### src/design/lspr_pkg.sv
// ----------------------------------------------------------------------------
// lspr_pkg
// Shared widths, codes and types of the looped sample playback resampler.
// ----------------------------------------------------------------------------
package lspr_pkg;

  localparam int OP_W       = 2;
  localparam int ADDR_W     = 14;
  localparam int SAMPLE_W   = 16;
  localparam int STEP_W     = 18;
  localparam int COUNT_W    = 15;
  localparam int INDEX_W    = 15;
  localparam int FRAC_W     = 16;
  localparam int POS_W      = 14;
  localparam int CFG_IDX_W  = 3;
  localparam int CFG_DATA_W = 18;
  // A stereo fetch address is twice a 15-bit index plus one.
  localparam int FETCH_W    = 17;
  // Largest value that the position output can show.
  localparam int POS_MAX    = 16383;

  localparam logic [OP_W-1:0] OP_WRITE   = 2'd0;
  localparam logic [OP_W-1:0] OP_FRAME   = 2'd1;
  localparam logic [OP_W-1:0] OP_RESTART = 2'd2;

  localparam logic [CFG_IDX_W-1:0] CFG_STEP_RATIO      = 3'd0;
  localparam logic [CFG_IDX_W-1:0] CFG_FRAME_COUNT     = 3'd1;
  localparam logic [CFG_IDX_W-1:0] CFG_STEREO_MODE     = 3'd2;
  localparam logic [CFG_IDX_W-1:0] CFG_LOOP_ENABLE     = 3'd3;
  localparam logic [CFG_IDX_W-1:0] CFG_PLAYBACK_ENABLE = 3'd4;

  typedef struct packed {
    logic [STEP_W-1:0]  step_ratio;
    logic [COUNT_W-1:0] frame_count;
    logic               stereo_mode;
    logic               loop_enable;
    logic               playback_enable;
  } cfg_t;

  // Everything the output stage needs to know about one frame besides the
  // words read from the store.
  typedef struct packed {
    logic             silent;
    logic             wrap;
    logic             ended;
    logic [POS_W-1:0] position;
    logic             stereo;
    logic             odd;
    logic             left_ok;
    logic             right_ok;
  } frame_meta_t;

endpackage

### src/design/lspr_phase.sv
// ----------------------------------------------------------------------------
// lspr_phase
// Phase accumulator: steps the read index and fraction for each frame,
// handles wrap and end of playback, and forms the store read request.
// ----------------------------------------------------------------------------
module lspr_phase import lspr_pkg::*; #(
  parameter int STORE_WORDS = 16384
) (
  input  logic               clk,
  input  logic               rst,
  input  cfg_t               cfg,
  input  logic               frame_go,
  input  logic               restart_go,
  output frame_meta_t        meta,
  output logic [INDEX_W-1:0] rd_index
);

  localparam int POS_LIM_I = (STORE_WORDS - 1 < POS_MAX) ? STORE_WORDS - 1 : POS_MAX;
  localparam logic [INDEX_W:0]   POS_LIM   = (INDEX_W + 1)'(POS_LIM_I);
  localparam logic [FETCH_W-1:0] STORE_LIM = FETCH_W'(STORE_WORDS);

  logic [INDEX_W-1:0] read_index;
  logic [FRAC_W-1:0]  phase_fraction;
  logic               end_reached;

  logic [FRAC_W+2:0]  sum;
  logic [INDEX_W:0]   stepped;
  logic               at_end;
  logic               active;
  logic               ending;
  logic               playing;
  logic [INDEX_W-1:0] play_index;
  logic [INDEX_W:0]   pos;
  logic [FETCH_W-1:0] left_addr;
  logic [FETCH_W-1:0] right_addr;
  logic               left_ok;

  always_comb begin
    sum        = {3'b000, phase_fraction} + {1'b0, cfg.step_ratio};
    stepped    = {1'b0, read_index} + (INDEX_W + 1)'(sum[FRAC_W+2:FRAC_W]);
    at_end     = stepped >= {1'b0, cfg.frame_count};
    active     = cfg.playback_enable && !end_reached;
    ending     = active && at_end && !cfg.loop_enable;
    playing    = active && !(at_end && !cfg.loop_enable);
    // A wrap always lands on index zero; any overshoot is dropped.
    play_index = at_end ? '0 : stepped[INDEX_W-1:0];

    priority if (ending) begin
      pos = stepped;
    end else if (playing) begin
      pos = {1'b0, play_index};
    end else begin
      pos = {1'b0, read_index};
    end

    left_addr  = cfg.stereo_mode ? {1'b0, play_index, 1'b0} : {2'b00, play_index};
    right_addr = {1'b0, play_index, 1'b1};
    left_ok    = left_addr < STORE_LIM;

    meta.silent   = !playing;
    meta.wrap     = playing && at_end;
    meta.ended    = end_reached || ending;
    meta.position = (pos > POS_LIM) ? POS_LIM[POS_W-1:0] : pos[POS_W-1:0];
    meta.stereo   = cfg.stereo_mode;
    meta.odd      = play_index[0];
    meta.left_ok  = left_ok;
    meta.right_ok = cfg.stereo_mode ? (right_addr < STORE_LIM) : left_ok;

    // Stereo pairs sit at the same row of both banks; a mono word sits at
    // half its address in the bank its low bit picks.
    rd_index = cfg.stereo_mode ? play_index : (play_index >> 1);
  end

  always_ff @(posedge clk) begin
    if (rst) begin
      read_index     <= '0;
      phase_fraction <= '0;
      end_reached    <= 1'b0;
    end else if (restart_go) begin
      read_index     <= '0;
      phase_fraction <= '0;
      end_reached    <= 1'b0;
    end else if (frame_go) begin
      if (playing) begin
        read_index     <= play_index;
        phase_fraction <= sum[FRAC_W-1:0];
      end
      if (ending) begin
        end_reached <= 1'b1;
      end
    end
  end

  a_wrap_to_zero: assert property (@(posedge clk) disable iff (rst)
    frame_go && meta.wrap |=> read_index == '0)
    else $error("wrapping frame did not return the read index to zero");

  a_end_sticky: assert property (@(posedge clk) disable iff (rst)
    end_reached && !restart_go |=> end_reached)
    else $error("ended flag cleared without a restart");

  a_silent_holds_phase: assert property (@(posedge clk) disable iff (rst)
    frame_go && meta.silent |=> $stable(read_index) && $stable(phase_fraction))
    else $error("silent frame moved the read phase");

endmodule

### config.mk
export PLATFORM = sky130hd
export DESIGN_NAME = lspr_phase
export DESIGN_NICKNAME = d
export VERILOG_FILES = /design/src/design/lspr_pkg.sv /design/src/design/lspr_phase.sv
export SDC_FILE = /design/constraint.sdc
export NUM_CORES = 1
export LEC_CHECK = 0
export BUFFER_PORTS_ARGS = -buffer_cell sky130_fd_sc_hd__buf_2
export CORE_UTILIZATION = 45
export CTS_CLUSTER_DIAMETER = 60
export DETAILED_ROUTE_END_ITERATION = 8
export HOLD_SLACK_MARGIN = 0.02
export PLACE_DENSITY_LB_ADDON = 0.15
export SYNTH_ARGS = -nofsm -noshare
export SYNTH_HDL_FRONTEND = slang
export SYNTH_SLANG_ARGS = --single-unit
### constraint.sdc
create_clock -name clk -period 25.7 [get_ports clk]
set_input_delay 5.14 -clock clk [delete_from_list [all_inputs] [get_ports clk]]
set_output_delay 5.14 -clock clk [all_outputs]
set_load 0.02 [all_outputs]
==> run_results.csv <==
group,metric,value,unit
global_route,first_global_vias,3180,
timing,grt_setup_unrepaired,"no",
worst_setup_path,worst_ep_required_time,20.56,ns
global_route,grt_pass1_wl,15500,um
global_route,grt_antenna_before_repair,0,
worst_setup_path,timing.critical_path.to_type,"primary output",
clock_tree,cts_resized,0,
global_route,grt_start_max_net_pins,27,
cells_and_area,final_cell_area,0.00382,mm2
drt,drt_drc_violations_left,0,
timing,clock_skew,0.00697,ns
synth,synth.area.top_cells,"sky130_fd_sc_hd__dfxtp_1 (19%), sky130_fd_sc_hd__ha_1 (13%), sky130_fd_sc_hd__o21ai_0 (5.7%), sky130_fd_sc_hd__a21oi_1 (5.6%), sky130_fd_sc_hd__nor2_1 (4.6%)",
worst_hold_path,hp-class,"register to register",
synth,ys_ff_latch,32,
synth,synth.distinct_cells,62,
synth,yosysTopAreaCell,"sky130_fd_sc_hd__dfxtp_1",
drt,routedLengthMet1,4510,um
placed_design,place_congestion,0.903,
clock_tree,cts_inserted_buffers,5,
clock_tree,depth_of_the_cts_h_tree,2,
worst_setup_path,r2r.worst_path.cells,22,
drt,uppermost_metal_layer_occupied_by_signal_nets,"met4",
power_and_ir_drop,maximum_resistive_drop_on_vdd,0.0250,mV
worst_setup_path,worst_setup_path_start,"cfg[22]",
timing,setup-violations-final,0,
synth,yosys_warning_count,0,
synth,syn-instance-count,454,
drt,finalWirelength,9480,um
cells_and_area,syn2layout_area_growth,14.6,%
synth,post-synth-top-area-fraction,0.192,
global_route,global_route.overflow_total,0,
power_and_ir_drop,power_per_cell_area,33.0,mW/mm2
status,outcome,"completed",
timing,totalNegativeSetupSlack,0,ns
placed_design,dp_hpwl,6910,um
cells_and_area,layout_common_cells,"sky130_fd_sc_hd__buf_2 (75), sky130_fd_sc_hd__nor2_1 (41), sky130_fd_sc_hd__o21ai_0 (38)",
clock_tree,post_cts_buffers,0,
worst_setup_path,criticalPathCategory,"input port to primary output",
timing,final_max_slew_viol_count,0,
clock_tree,hold_buffers,0,
synth,number_of_enable_type_register_cells_in_the_synthesized_netlist,0,
drt,wl_met2,4270,um
power_and_ir_drop,leakage_power_summed_over_all_cells,1.84,nW
floorplanning,initial_utilization,0.477,
timing,max_freq,59.4,MHz
floorplanning,design.portCount,76,
cells_and_area,multi_input_area,0.00243,mm2
synth,syn-num-nets,530,
drt,routed_via_density,5.79,
worst_setup_path,largest_fanout_on_the_critical_path,26,
drt,num_vias,3527,
drt,wl_met3,638,um
worst_setup_path,crit-reg2reg-launch,"phase_fraction[4]",
timing,max_slew_margin,0.237,
clock_tree,clock-sinks,32,
clock_tree,cts_tree,"done",
synth,ys_seq_area_frac,0.192,
floorplanning,rows,30,
timing,period_needed,16.83,ns
timing,finalCritPeriodShare,0.655,
placed_design,dpl-instance-area,0.00372,mm2
timing,worst-slew-pin-transition,1.14,ns
synth,synth_area,0.00333,mm2
clock_tree,cts.root.buffer_cell,"sky130_fd_sc_hd__clkbuf_8",
cells_and_area,num_antenna_cells,0,
drt,drt-wirelength-per-cell,15.6,um
drt,drt.antenna.violating_nets,0,
cells_and_area,mostFrequentLayoutCell,"sky130_fd_sc_hd__buf_2",
drt,drt_iter0_drc,270,
floorplanning,floorplan.die_area,0.00775,mm2
worst_setup_path,crit-reg2reg-capture,"read_index[8]",
synth,syn_area_per_cell,7.33,um2
synth,postSynth.asyncResetShare,0,
cells_and_area,final_util,0.547,
cells_and_area,post_route_cells_drive_above_1_share,0.189,
floorplanning,die_w,88.0,um
synth,ys.flop_type,"sky130_fd_sc_hd__dfxtp_1",
worst_setup_path,timing.critical_path.to,"meta[10]",
worst_setup_path,data_arrival_at_the_endpoint_of_the_critical_path,11.69,ns
drt,first_pass_iters,5,
timing,final_hold_violation_count,0,
worst_setup_path,start_kind,"input port",
clock_tree,cts.clk_slew.worst_paths,0.08,ns
global_route,grt_util_all_layers,0.254,
cells_and_area,total_number_of_nets_in_the_final_design,588,
cells_and_area,final-seq-area,641,um2
floorplanning,die_h,88.0,um
clock_tree,clk_latency,0.29,ns
clock_tree,cts.path.max_buffers,2,
placed_design,port-buffer-count,75,
flow_run,max_cap_violations,0,
worst_setup_path,register_to_register_setup_slack,18.70,ns
floorplanning,core,0.00698,mm2
cells_and_area,fill_cells,730,
metrics by stage:
stage          hold WS [ns]  setup slack [ns]  power [mW]  std cells
6_report              0.482              8.87       0.126        609
5_1_grt               0.516              8.44       0.132        609
4_1_cts               0.482              8.96       0.127        609
3_5_place_dp          0.472              8.99      0.0842        601
3_3_place_gp          0.462              9.15      0.0838        601
2_1_floorplan         0.453             10.31      0.0745        454
kinds of logic after synthesis:
family,after synthesis,share of synthesized area
xor gates and xnor gates,25,0.0658
AOI/OAI and AO/OA,153,0.306
and+or+nand+nor,141,0.201
adders and majority gates,36,0.140
DFF,32,0.192
buffers and inverters,61,0.0770
muxes,6,0.0180
synth_stat cells (all sizes together), types with 2 or more instances:
master	n
mux2i	6
a31o	4
nor2b	3
a31oi	5
a211oi	14
o32ai	6
xor2	10
nor4	8
o211ai	4
nand2	35
a21o	8
nand4	7
o21ai	38
a21oi	38
o22ai	5
nor3b	2
o211a	2
ha	34
o21a	6
nand3	14
nor2	42
inv	33
fa	2
dfxtp	32
and2	2
a311o	2
a211o	5
or2	3
nand2b	5
nor3	11
buf	12
and3	5
clkbuf	16
or3	3
xnor2	15
critical path: stages:
cell and delay, ns:
sky130_fd_sc_hd__buf_2 0.10, sky130_fd_sc_hd__ha_1 0.38, sky130_fd_sc_hd__nand2_1 0.09, sky130_fd_sc_hd__o311ai_0 0.52, sky130_fd_sc_hd__o21ai_0 0.38, sky130_fd_sc_hd__a211oi_2 0.42
sky130_fd_sc_hd__nor4_1 0.09, sky130_fd_sc_hd__a41o_1 0.22, sky130_fd_sc_hd__a211o_1 0.23, sky130_fd_sc_hd__ha_1 0.28, sky130_fd_sc_hd__a21o_1 0.21, sky130_fd_sc_hd__a21oi_4 0.27
sky130_fd_sc_hd__inv_1 0.15, sky130_fd_sc_hd__and3_1 0.22, sky130_fd_sc_hd__xnor2_1 0.25, sky130_fd_sc_hd__inv_1 0.12, sky130_fd_sc_hd__ha_1 0.31, sky130_fd_sc_hd__o21a_1 0.12
sky130_fd_sc_hd__o211ai_1 0.08, sky130_fd_sc_hd__a211o_1 0.28, sky130_fd_sc_hd__o21ai_0 0.39, sky130_fd_sc_hd__or2_1 0.80, sky130_fd_sc_hd__a22oi_1 0.21, sky130_fd_sc_hd__o32a_1 0.25
sky130_fd_sc_hd__buf_2 0.17
report_power, final:
group	internal (mW)	total [mW]	switching [mW]	leakage, nW
logic	0.0128	0.0324	0.0196	1.54
registers	0.0503	0.0508	0.000500	0.259
clock network	0.0218	0.0428	0.0210	0.0445
total	0.0850	0.126	0.0410	1.84
metal layers:
metal,global-route usage,up-vias
li1,-,1771
met5,0,-
met3,0.0254,7
met2,0.420,127
met1,0.353,1622
met4,0.0660,0
sequential cells by signal (all words and copies together) (netlist names):
| register | cells |
|---|---|
| read_index | 15 |
| phase_fraction | 16 |
| end_reached | 1 |
worst min-delay path by stage:
stage	startpoint	end	slack (ns)	depth (start not counted)
2_1_floorplan	phase_fraction[12]	phase_fraction[12]	0.45	2
3_3_place_gp	phase_fraction[6]	phase_fraction[6]	0.46	2
3_5_place_dp	phase_fraction[9]	phase_fraction[9]	0.47	2
4_1_cts	phase_fraction[9]	phase_fraction[9]	0.48	2
5_1_grt	phase_fraction[3]	phase_fraction[3]	0.52	2
6_report	phase_fraction[13]	phase_fraction[13]	0.48	2
final cells by class:
class | instances | area share
multi-input combinational | 361 | 0.637
sequential | 32 | 0.168
timing repair buffer | 79 | 0.106
inverter | 33 | 0.0325
tap | 96 | 0.0315
clock buffer | 7 | 0.0226
clock inverter | 1 | 0.00197
(Power assumes the default switching activity.)
