<file path="config.mk">
export PLATFORM = sky130hd
export DESIGN_NAME = lspr_out
export DESIGN_NICKNAME = d
export VERILOG_FILES = /design/src/design/lspr_pkg.sv /design/src/design/lspr_out.sv
export SDC_FILE = /design/constraint.sdc
export NUM_CORES = 1
export LEC_CHECK = 0
export BUFFER_PORTS_ARGS = -buffer_cell sky130_fd_sc_hd__buf_4
export CAP_MARGIN = 10
export CORE_ASPECT_RATIO = 1.75
export CORE_UTILIZATION = 48
export CTS_CLUSTER_SIZE = 30
export DETAILED_ROUTE_END_ITERATION = 10
export PLACE_DENSITY = 0.79
export SLEW_MARGIN = 20
export SYNTH_ARGS = -nofsm -noshare
export SYNTH_HDL_FRONTEND = slang
export SYNTH_SLANG_ARGS = --single-unit
</file>
<file path="constraint.sdc">
create_clock -name clk -period 6.2 [get_ports clk]
set_input_delay 0.31 -clock clk [delete_from_list [all_inputs] [get_ports clk]]
set_output_delay 0.31 -clock clk [all_outputs]
set_load 0.02 [all_outputs]
</file>
<file path="src/design/lspr_pkg.sv">
// ----------------------------------------------------------------------------
// lspr_pkg
// Shared widths, codes and types of the looped sample playback resampler.
// ----------------------------------------------------------------------------
package lspr_pkg;

  localparam int OP_W       = 2;
  localparam int ADDR_W     = 14;
  localparam int SAMPLE_W   = 16;
  localparam int STEP_W     = 18;
  localparam int COUNT_W    = 15;
  localparam int INDEX_W    = 15;
  localparam int FRAC_W     = 16;
  localparam int POS_W      = 14;
  localparam int CFG_IDX_W  = 3;
  localparam int CFG_DATA_W = 18;
  // A stereo fetch address is twice a 15-bit index plus one.
  localparam int FETCH_W    = 17;
  // Largest value that the position output can show.
  localparam int POS_MAX    = 16383;

  localparam logic [OP_W-1:0] OP_WRITE   = 2'd0;
  localparam logic [OP_W-1:0] OP_FRAME   = 2'd1;
  localparam logic [OP_W-1:0] OP_RESTART = 2'd2;

  localparam logic [CFG_IDX_W-1:0] CFG_STEP_RATIO      = 3'd0;
  localparam logic [CFG_IDX_W-1:0] CFG_FRAME_COUNT     = 3'd1;
  localparam logic [CFG_IDX_W-1:0] CFG_STEREO_MODE     = 3'd2;
  localparam logic [CFG_IDX_W-1:0] CFG_LOOP_ENABLE     = 3'd3;
  localparam logic [CFG_IDX_W-1:0] CFG_PLAYBACK_ENABLE = 3'd4;

  typedef struct packed {
    logic [STEP_W-1:0]  step_ratio;
    logic [COUNT_W-1:0] frame_count;
    logic               stereo_mode;
    logic               loop_enable;
    logic               playback_enable;
  } cfg_t;

  // Everything the output stage needs to know about one frame besides the
  // words read from the store.
  typedef struct packed {
    logic             silent;
    logic             wrap;
    logic             ended;
    logic [POS_W-1:0] position;
    logic             stereo;
    logic             odd;
    logic             left_ok;
    logic             right_ok;
  } frame_meta_t;

endpackage

</file>
<file path="src/design/lspr_out.sv">
// ----------------------------------------------------------------------------
// lspr_out
// Read stage and output register: picks the store words for each frame,
// forces silence where needed and holds the result until it is taken.
// ----------------------------------------------------------------------------
module lspr_out import lspr_pkg::*; (
  input  logic                       clk,
  input  logic                       rst,
  input  logic                       launch,
  input  frame_meta_t                meta_in,
  input  logic signed [SAMPLE_W-1:0] rd_even,
  input  logic signed [SAMPLE_W-1:0] rd_odd,
  output logic                       hold,
  output logic                       out_valid,
  input  logic                       out_stall,
  output logic signed [SAMPLE_W-1:0] left_sample,
  output logic signed [SAMPLE_W-1:0] right_sample,
  output logic [POS_W-1:0]           frame_position,
  output logic                       wrapped,
  output logic                       ended
);

  logic                       read_valid;
  frame_meta_t                read_meta;
  logic                       advance;
  logic signed [SAMPLE_W-1:0] left_word;
  logic signed [SAMPLE_W-1:0] right_word;

  always_comb begin
    advance = read_valid && (!out_valid || !out_stall);
    hold    = read_valid && !advance;

    if (read_meta.stereo) begin
      left_word  = rd_even;
      right_word = rd_odd;
    end else begin
      left_word  = read_meta.odd ? rd_odd : rd_even;
      right_word = left_word;
    end
  end

  always_ff @(posedge clk) begin
    if (rst) begin
      read_valid <= 1'b0;
      out_valid  <= 1'b0;
    end else begin
      read_valid <= launch || (read_valid && !advance);
      out_valid  <= advance || (out_valid && out_stall);
    end
  end

  always_ff @(posedge clk) begin
    if (launch) begin
      read_meta <= meta_in;
    end
    if (advance) begin
      left_sample    <= (read_meta.silent || !read_meta.left_ok)  ? '0 : left_word;
      right_sample   <= (read_meta.silent || !read_meta.right_ok) ? '0 : right_word;
      frame_position <= read_meta.position;
      wrapped        <= read_meta.wrap;
      ended          <= read_meta.ended;
    end
  end

  a_no_launch_on_hold: assert property (@(posedge clk) disable iff (rst)
    hold |-> !launch)
    else $error("new frame launched while the read stage was blocked");

  a_advance_fills_output: assert property (@(posedge clk) disable iff (rst)
    advance |=> out_valid)
    else $error("frame left the read stage but no result appeared");

endmodule
</file>
==> results.ini, run 1 <==
[outcome]
run_status=completed

[floorplan]
start_util_pct=49.4
row_count=36
ioPinCount=107
fp.dieW_um=59.1
die_y_um=102
dieArea_um2=6020
core_um2=5540

[power]
total_power_mw=1.06
swShare_pct=22.9
p_seq_share_pct=54.1
p_int_mw=0.815
p_clk_share_pct=33.4
comb_power_share_pct=12.5
leakage_nw=1.50
p_sw_mw=0.242
power.density_nw_per_um2=283
ir_worst_vdd_v=0.000200

[clocking]
insertion_delay_ns=0.33
post_cts_resized=0
clockBufferDepth=2
clk_pin_slew_ns=0.07
htree_levels=3
cts_buffers=9
cts.sinks=71
post-cts-setup-buffer-count=0
cts_tree=done
hold_buffers=0
root_buffer=clkbuf_8

[synthesis]
synth-edff-count=69
syn_area_per_cell_um2=14.4
synth-seq-cells=71
synth_top_area_share_pct=75.7
synthArstFlopShare_pct=0
synthFlopType=edfxtp_1
netlist_top_cells_count=edfxtp_1 (69), nand2_1 (64), a21oi_1 (20)
synth_warnings=0
synth_fp_nets=247
yosysMostFrequentCell=edfxtp_1
synth.area.top_cells=edfxtp_1 (76%), nand2_1 (8.8%), a21oi_2 (4.2%), a21oi_1 (3.7%), buf_8 (1.6%)
syn_inst=190
synth-seq-area-share_pct=77.1
synth_cell_types=17
syn_area_um2=2740
synth.largest_area_cell=edfxtp_1

[finish]
layout.nets=354
utilization_pct=67.5
fill_cells=434
antenna_cells=0
area_growth_pct=36.5
post_route_cells_drive_above_1_share_pct=45.0
multi_input_area_um2=536
regArea_um2=2110
fin_cells=378

[global_route]
grt_pass1_wl_um=8370
grt_use_total_pct=19.9
antenna_found_initial=0
grt_max_degree=49
grt.overflow.total=0
grt_pass1_vias=1847

[critical_path]
path_cells=nor2b_2 -> nand2_1 -> a21oi_1
cp-start-kind=flip-flop
arrival_ns=1.67
critPathMaxStageDelay_ns=0.61
worst-r2r-cell-count=3
end_kind=flip-flop
worstSetupPathType=reg2reg
cp_max_fo=16
worstPathRequired_ns=6.35
slowest_stage=nor2b_2

[sta]
finalCriticalPeriod_ns=1.52
tightest_slew_ns=0.915
fin_crit_sh_pct=24.5
setup_viol=0
drv_slew=0
holdWs_ns=0.143
max_freq_ghz=0.657
final.setup.tns_ns=0
hold_violations=0
finClkSkew_ns=0.00564
rsz0062_at_grt=no
relSlewSlack_pct=39.0

[routing]
drc_errors=0
routed_wirelength_um=5730
wl_per_cell_um=15.1
vias=1913
ant_nets=0
drt_iter0_drc=70
avgViaCountPerCell=5.06
dr.pass1.iters=4

[placed_design]
dp_hpwl_um=4010
gp_routability_congestion=0.837
dp.cells=362
io_buffer_count=106

[flow_run]
maxCapViolations=0

[worst_hold_path]
hold_class=in2reg
min_path_cells=2

## state kept, by name (all words and copies together) (netlist names)
signal and count:
read_meta 21, left_sample 16, right_sample 16, frame_position 14, ended 1, out_valid 1, read_valid 1, wrapped 1
## worst paths after layout
check | to | slack (ns) | start
min reg2reg | frame_position[5]$_DFFE_PP_ | 0.41 | read_meta[9]$_DFFE_PP_
max reg2reg | left_sample[15]$_SDFFCE_PP0P_ | 4.68 | read_meta[2]$_DFFE_PP_
max | left_sample[15]$_SDFFCE_PP0P_ | 4.68 | read_meta[2]$_DFFE_PP_
min | out_valid$_SDFF_PP0_ | 0.14 | rst
## layout make-up
class / instances / share of cell area (%)
Sequential cell: 71 / 56.5
Multi-Input combinational cell: 108 / 14.3
Clock inverter: 3 / 1.14
Clock buffer: 13 / 3.98
Timing Repair Buffer: 107 / 21.5
Tap cell: 76 / 2.54
## cell usage in the layout, fill, tap and decap left out, types with 2 or more instances in the layout
master	instances
clkbuf_8	10
a21oi_2	13
edfxtp_1	69
dfxtp_1	2
clkbuf_1	3
nand2b_1	3
nor2_1	3
a21oi_1	20
buf_4	107
nand2_1	64
## power groups by stage
stage / combinational [mW] / sequential, mW / clock [mW]
finish: 0.132 / 0.572 / 0.353
global route: 0.141 / 0.574 / 0.378
CTS: 0.132 / 0.572 / 0.362
detailed placement: 0.132 / 0.583 / 0
global placement: 0.128 / 0.582 / 0
floorplan: 0.0473 / 0.605 / 0
## per-stage QoR
step	setup WS [ns]	area [um2]
floorplan	1.74	2740
global placement	4.73	3550
detailed placement	4.68	3550
CTS	4.66	3740
global route	4.54	3740
finish	4.68	3740
## cell families (layout without fill, tap and decap cells)
| logic type | after synthesis | in the layout | synth area share [%] |
|---|---|---|---|
| buffers and inverters | 11 | 123 | 3.70 |
| AO/OA/AOI/OAI | 34 | 34 | 8.09 |
| flip-flops | 71 | 71 | 77.1 |
| AND/OR/NAND/NOR | 74 | 74 | 11.1 |
## routing by layer
metal	vias up	GRT usage, %	part of all wire [%]
met4	0	15.2	3.9
met1	912	20.0	33
met2	101	34.4	56
li1	883	-	-
met5	-	0	0
met3	17	4.68	6.7
## critical path: cells and delay by family (launching register included)
kind / cells / cell delay [ns]
simple gates: 2 / 0.75
compound gates: 1 / 0.17
flops: 1 / 0.43
No activity file was read; power rests on OpenSTA's default activity.
==> run 2, diff against run 1 <==
Settings changed: CORE_UTILIZATION 48 to 43, PLACE_DENSITY 0.79 to 0.75.
Clock period 6.2 ns to 1.4 ns, I/O delays scaled along.
==> run 2 against run 1 <==
Effect of this change: final area is 10% higher; routed wire length is 7.4% higher; count of clock-buffer cells in the layout fell by 3; non-clock buffer count up 30; register-to-register slack got worse by 4.5 ns; core utilization down 0.76 points; clock skew grew 0.0051 ns; combinational power rose to 5.3 times the previous value; critical path type unchanged.
==> results.ini, run 2 (synthesis gave the netlist of run 1 again) <==
[outcome]
run_status=completed

[finish]
area_growth_pct=50.6
fill_cells=463  ; +6.7%
antenna_cells=0  ; unchanged
mostFrequentLayoutCell=buf_4
reg_top3=read_meta: 21 flops, left_sample: 16 flops, right_sample: 16 flops
largest_reg_flops=21  ; unchanged
multi_input_area_um2=538  ; +0.47%
layout.nets=384  ; +8.5%
regMostFlops=read_meta
mostFrequentLayoutCells=buf_4 (109), edfxtp_1 (69), nand2_1 (64)
regArea_um2=2120  ; +0.18%
post_route_cells_drive_above_1_share_pct=44.3  ; -0.76 points

[global_route]
grt.overflow.total=0  ; unchanged
antenna_found_initial=0  ; unchanged
grt_max_degree=27  ; -45%
grt_pass1_wl_um=9470  ; +13%
grt_use_total_pct=19.5  ; -0.38 points
grt_pass1_vias=2098  ; +14%

[sta]
hold_violations=0  ; unchanged
holdWs_ns=0.0698  ; -0.0735 ns
setup_viol=0  ; unchanged
max_freq_ghz=0.790  ; +20%
drv_slew=0  ; unchanged
relSlewSlack_pct=81.9  ; +43 points
rsz0062_at_grt=no
tightest_slew_ns=0.271  ; -0.644 ns
final.setup.tns_ns=0  ; unchanged
finClkSkew_ns=0.0107  ; +0.00505 ns
fin_crit_sh_pct=90.5  ; +66 points
finalCriticalPeriod_ns=1.27  ; -0.256 ns

[critical_path]
worstSetupPathType=reg2reg
worstPathRequired_ns=1.49  ; -4.86 ns
cp-start-kind=flip-flop
arrival_ns=1.35  ; -0.32 ns
cp_max_fo=16  ; unchanged
end_kind=flip-flop

[clocking]
root_buffer=clkbuf_8
htree_levels=3  ; unchanged
post-cts-setup-buffer-count=0  ; unchanged
clockBufferDepth=2  ; unchanged
insertion_delay_ns=0.35  ; +0.02 ns
cts_tree=done
cts_buffers=9  ; unchanged
clk_pin_slew_ns=0.08  ; about the same
cts.sinks=71  ; unchanged

[floorplan]
start_util_pct=44.3  ; -5.1 points
fp.dieW_um=62.3  ; +5.5%
die_y_um=108  ; +5.5%
core_um2=6180  ; +12%
row_count=38  ; +5.6%
ioPinCount=107  ; unchanged
dieArea_um2=6700  ; +11%

[placed_design]
gp_routability_congestion=0.719  ; -14%
dp_hpwl_um=3850  ; -3.8%
io_buffer_count=106  ; unchanged

[worst_hold_path]
hold_class=in2reg

[power]
leakage_nw=1.66  ; +11%
ir_worst_vdd_v=0.00100  ; +400%
power.density_nw_per_um2=1220  ; +330%

[routing]
ant_nets=0  ; unchanged
avgViaCountPerCell=4.87  ; -3.8%
routed_wirelength_um=6150  ; +7.4%
wl_per_cell_um=14.9  ; -1.4%
dr.pass1.iters=5  ; +1
drt_iter0_drc=146  ; +110%
drc_errors=0  ; unchanged
vias=2005  ; +4.8%

[flow_run]
maxCapViolations=0  ; unchanged

==> run 2: power by group <==
| group | internal, mW | switching (mW) |
|---|---|---|
| Clock | 1.02 | 0.790 |
| Sequential | 2.48 | 0.0418 |
| Combinational | 0.336 | 0.358 |
==> run 2: path summary, 6_finish.rpt <==
| check | startpoint | endpoint | slack, ns | depth (start not counted) |
|---|---|---|---|---|
| worst max register to register | read_meta[2]$_DFFE_PP_ | right_sample[2]$_SDFFCE_PP0P_ | 0.13 | 3 |
| worst max-delay path | read_meta[2]$_DFFE_PP_ | right_sample[2]$_SDFFCE_PP0P_ | 0.13 | 3 |
| worst min register to register | read_meta[19]$_DFFE_PP_ | wrapped$_DFFE_PP_ | 0.41 | 0 |
| worst min-delay path | rd_odd[5] | left_sample[5]$_SDFFCE_PP0P_ | 0.07 | 3 |
==> run 2: what timing repair did <==
item                                   CTS  global route
pin swaps                                0             0
resized for setup                        1             1
setup endpoints to repair               15            16
gates cloned                             0             0
hold buffers                            23             0
endpoints found under the hold margin   23             0
==> run 2: metrics by stage <==
stage                     setup slack, ns  instance area, um2  instances  power, mW  util (%)
after global placement            0.00364                3670        373       3.19      59.4
after global routing               0.0648                4120        412       5.18      66.7
after detailed placement          -0.0344                3670        373       3.21      59.4
after CTS                          0.0196                4120        412       5.06      66.7
final                               0.133                4120        412       5.03      66.7
after floorplan                    -0.245                2750        190       2.88         -
==> run 2: layout make-up <==
cell class                 count  share of cell area (%)
multi-input combinational    108                    13.1
timing repair buffer         137                    27.9
tap                           80                    2.43
sequential                    71                    51.3
clock buffer                  10                    3.10
clock inverter                 6                    2.25
==> run 2: worst max-delay path, cell delays in order (launching register included) <==
cell      delay, ns
edfxtp_1       0.47
or2_4          0.37
nand2_1        0.09
a21oi_1        0.07
==> run 2: routing by layer <==
metal  up-vias  GRT usage [%]  share of wire (%)  wire (um)
li1        946              -                  -          -
met1       932           16.7                 33       2040
met2       108           36.4                 55       3400
met3        19           6.78                7.5        460
met4         0           13.8                4.1        250
met5         -              0                  0          0
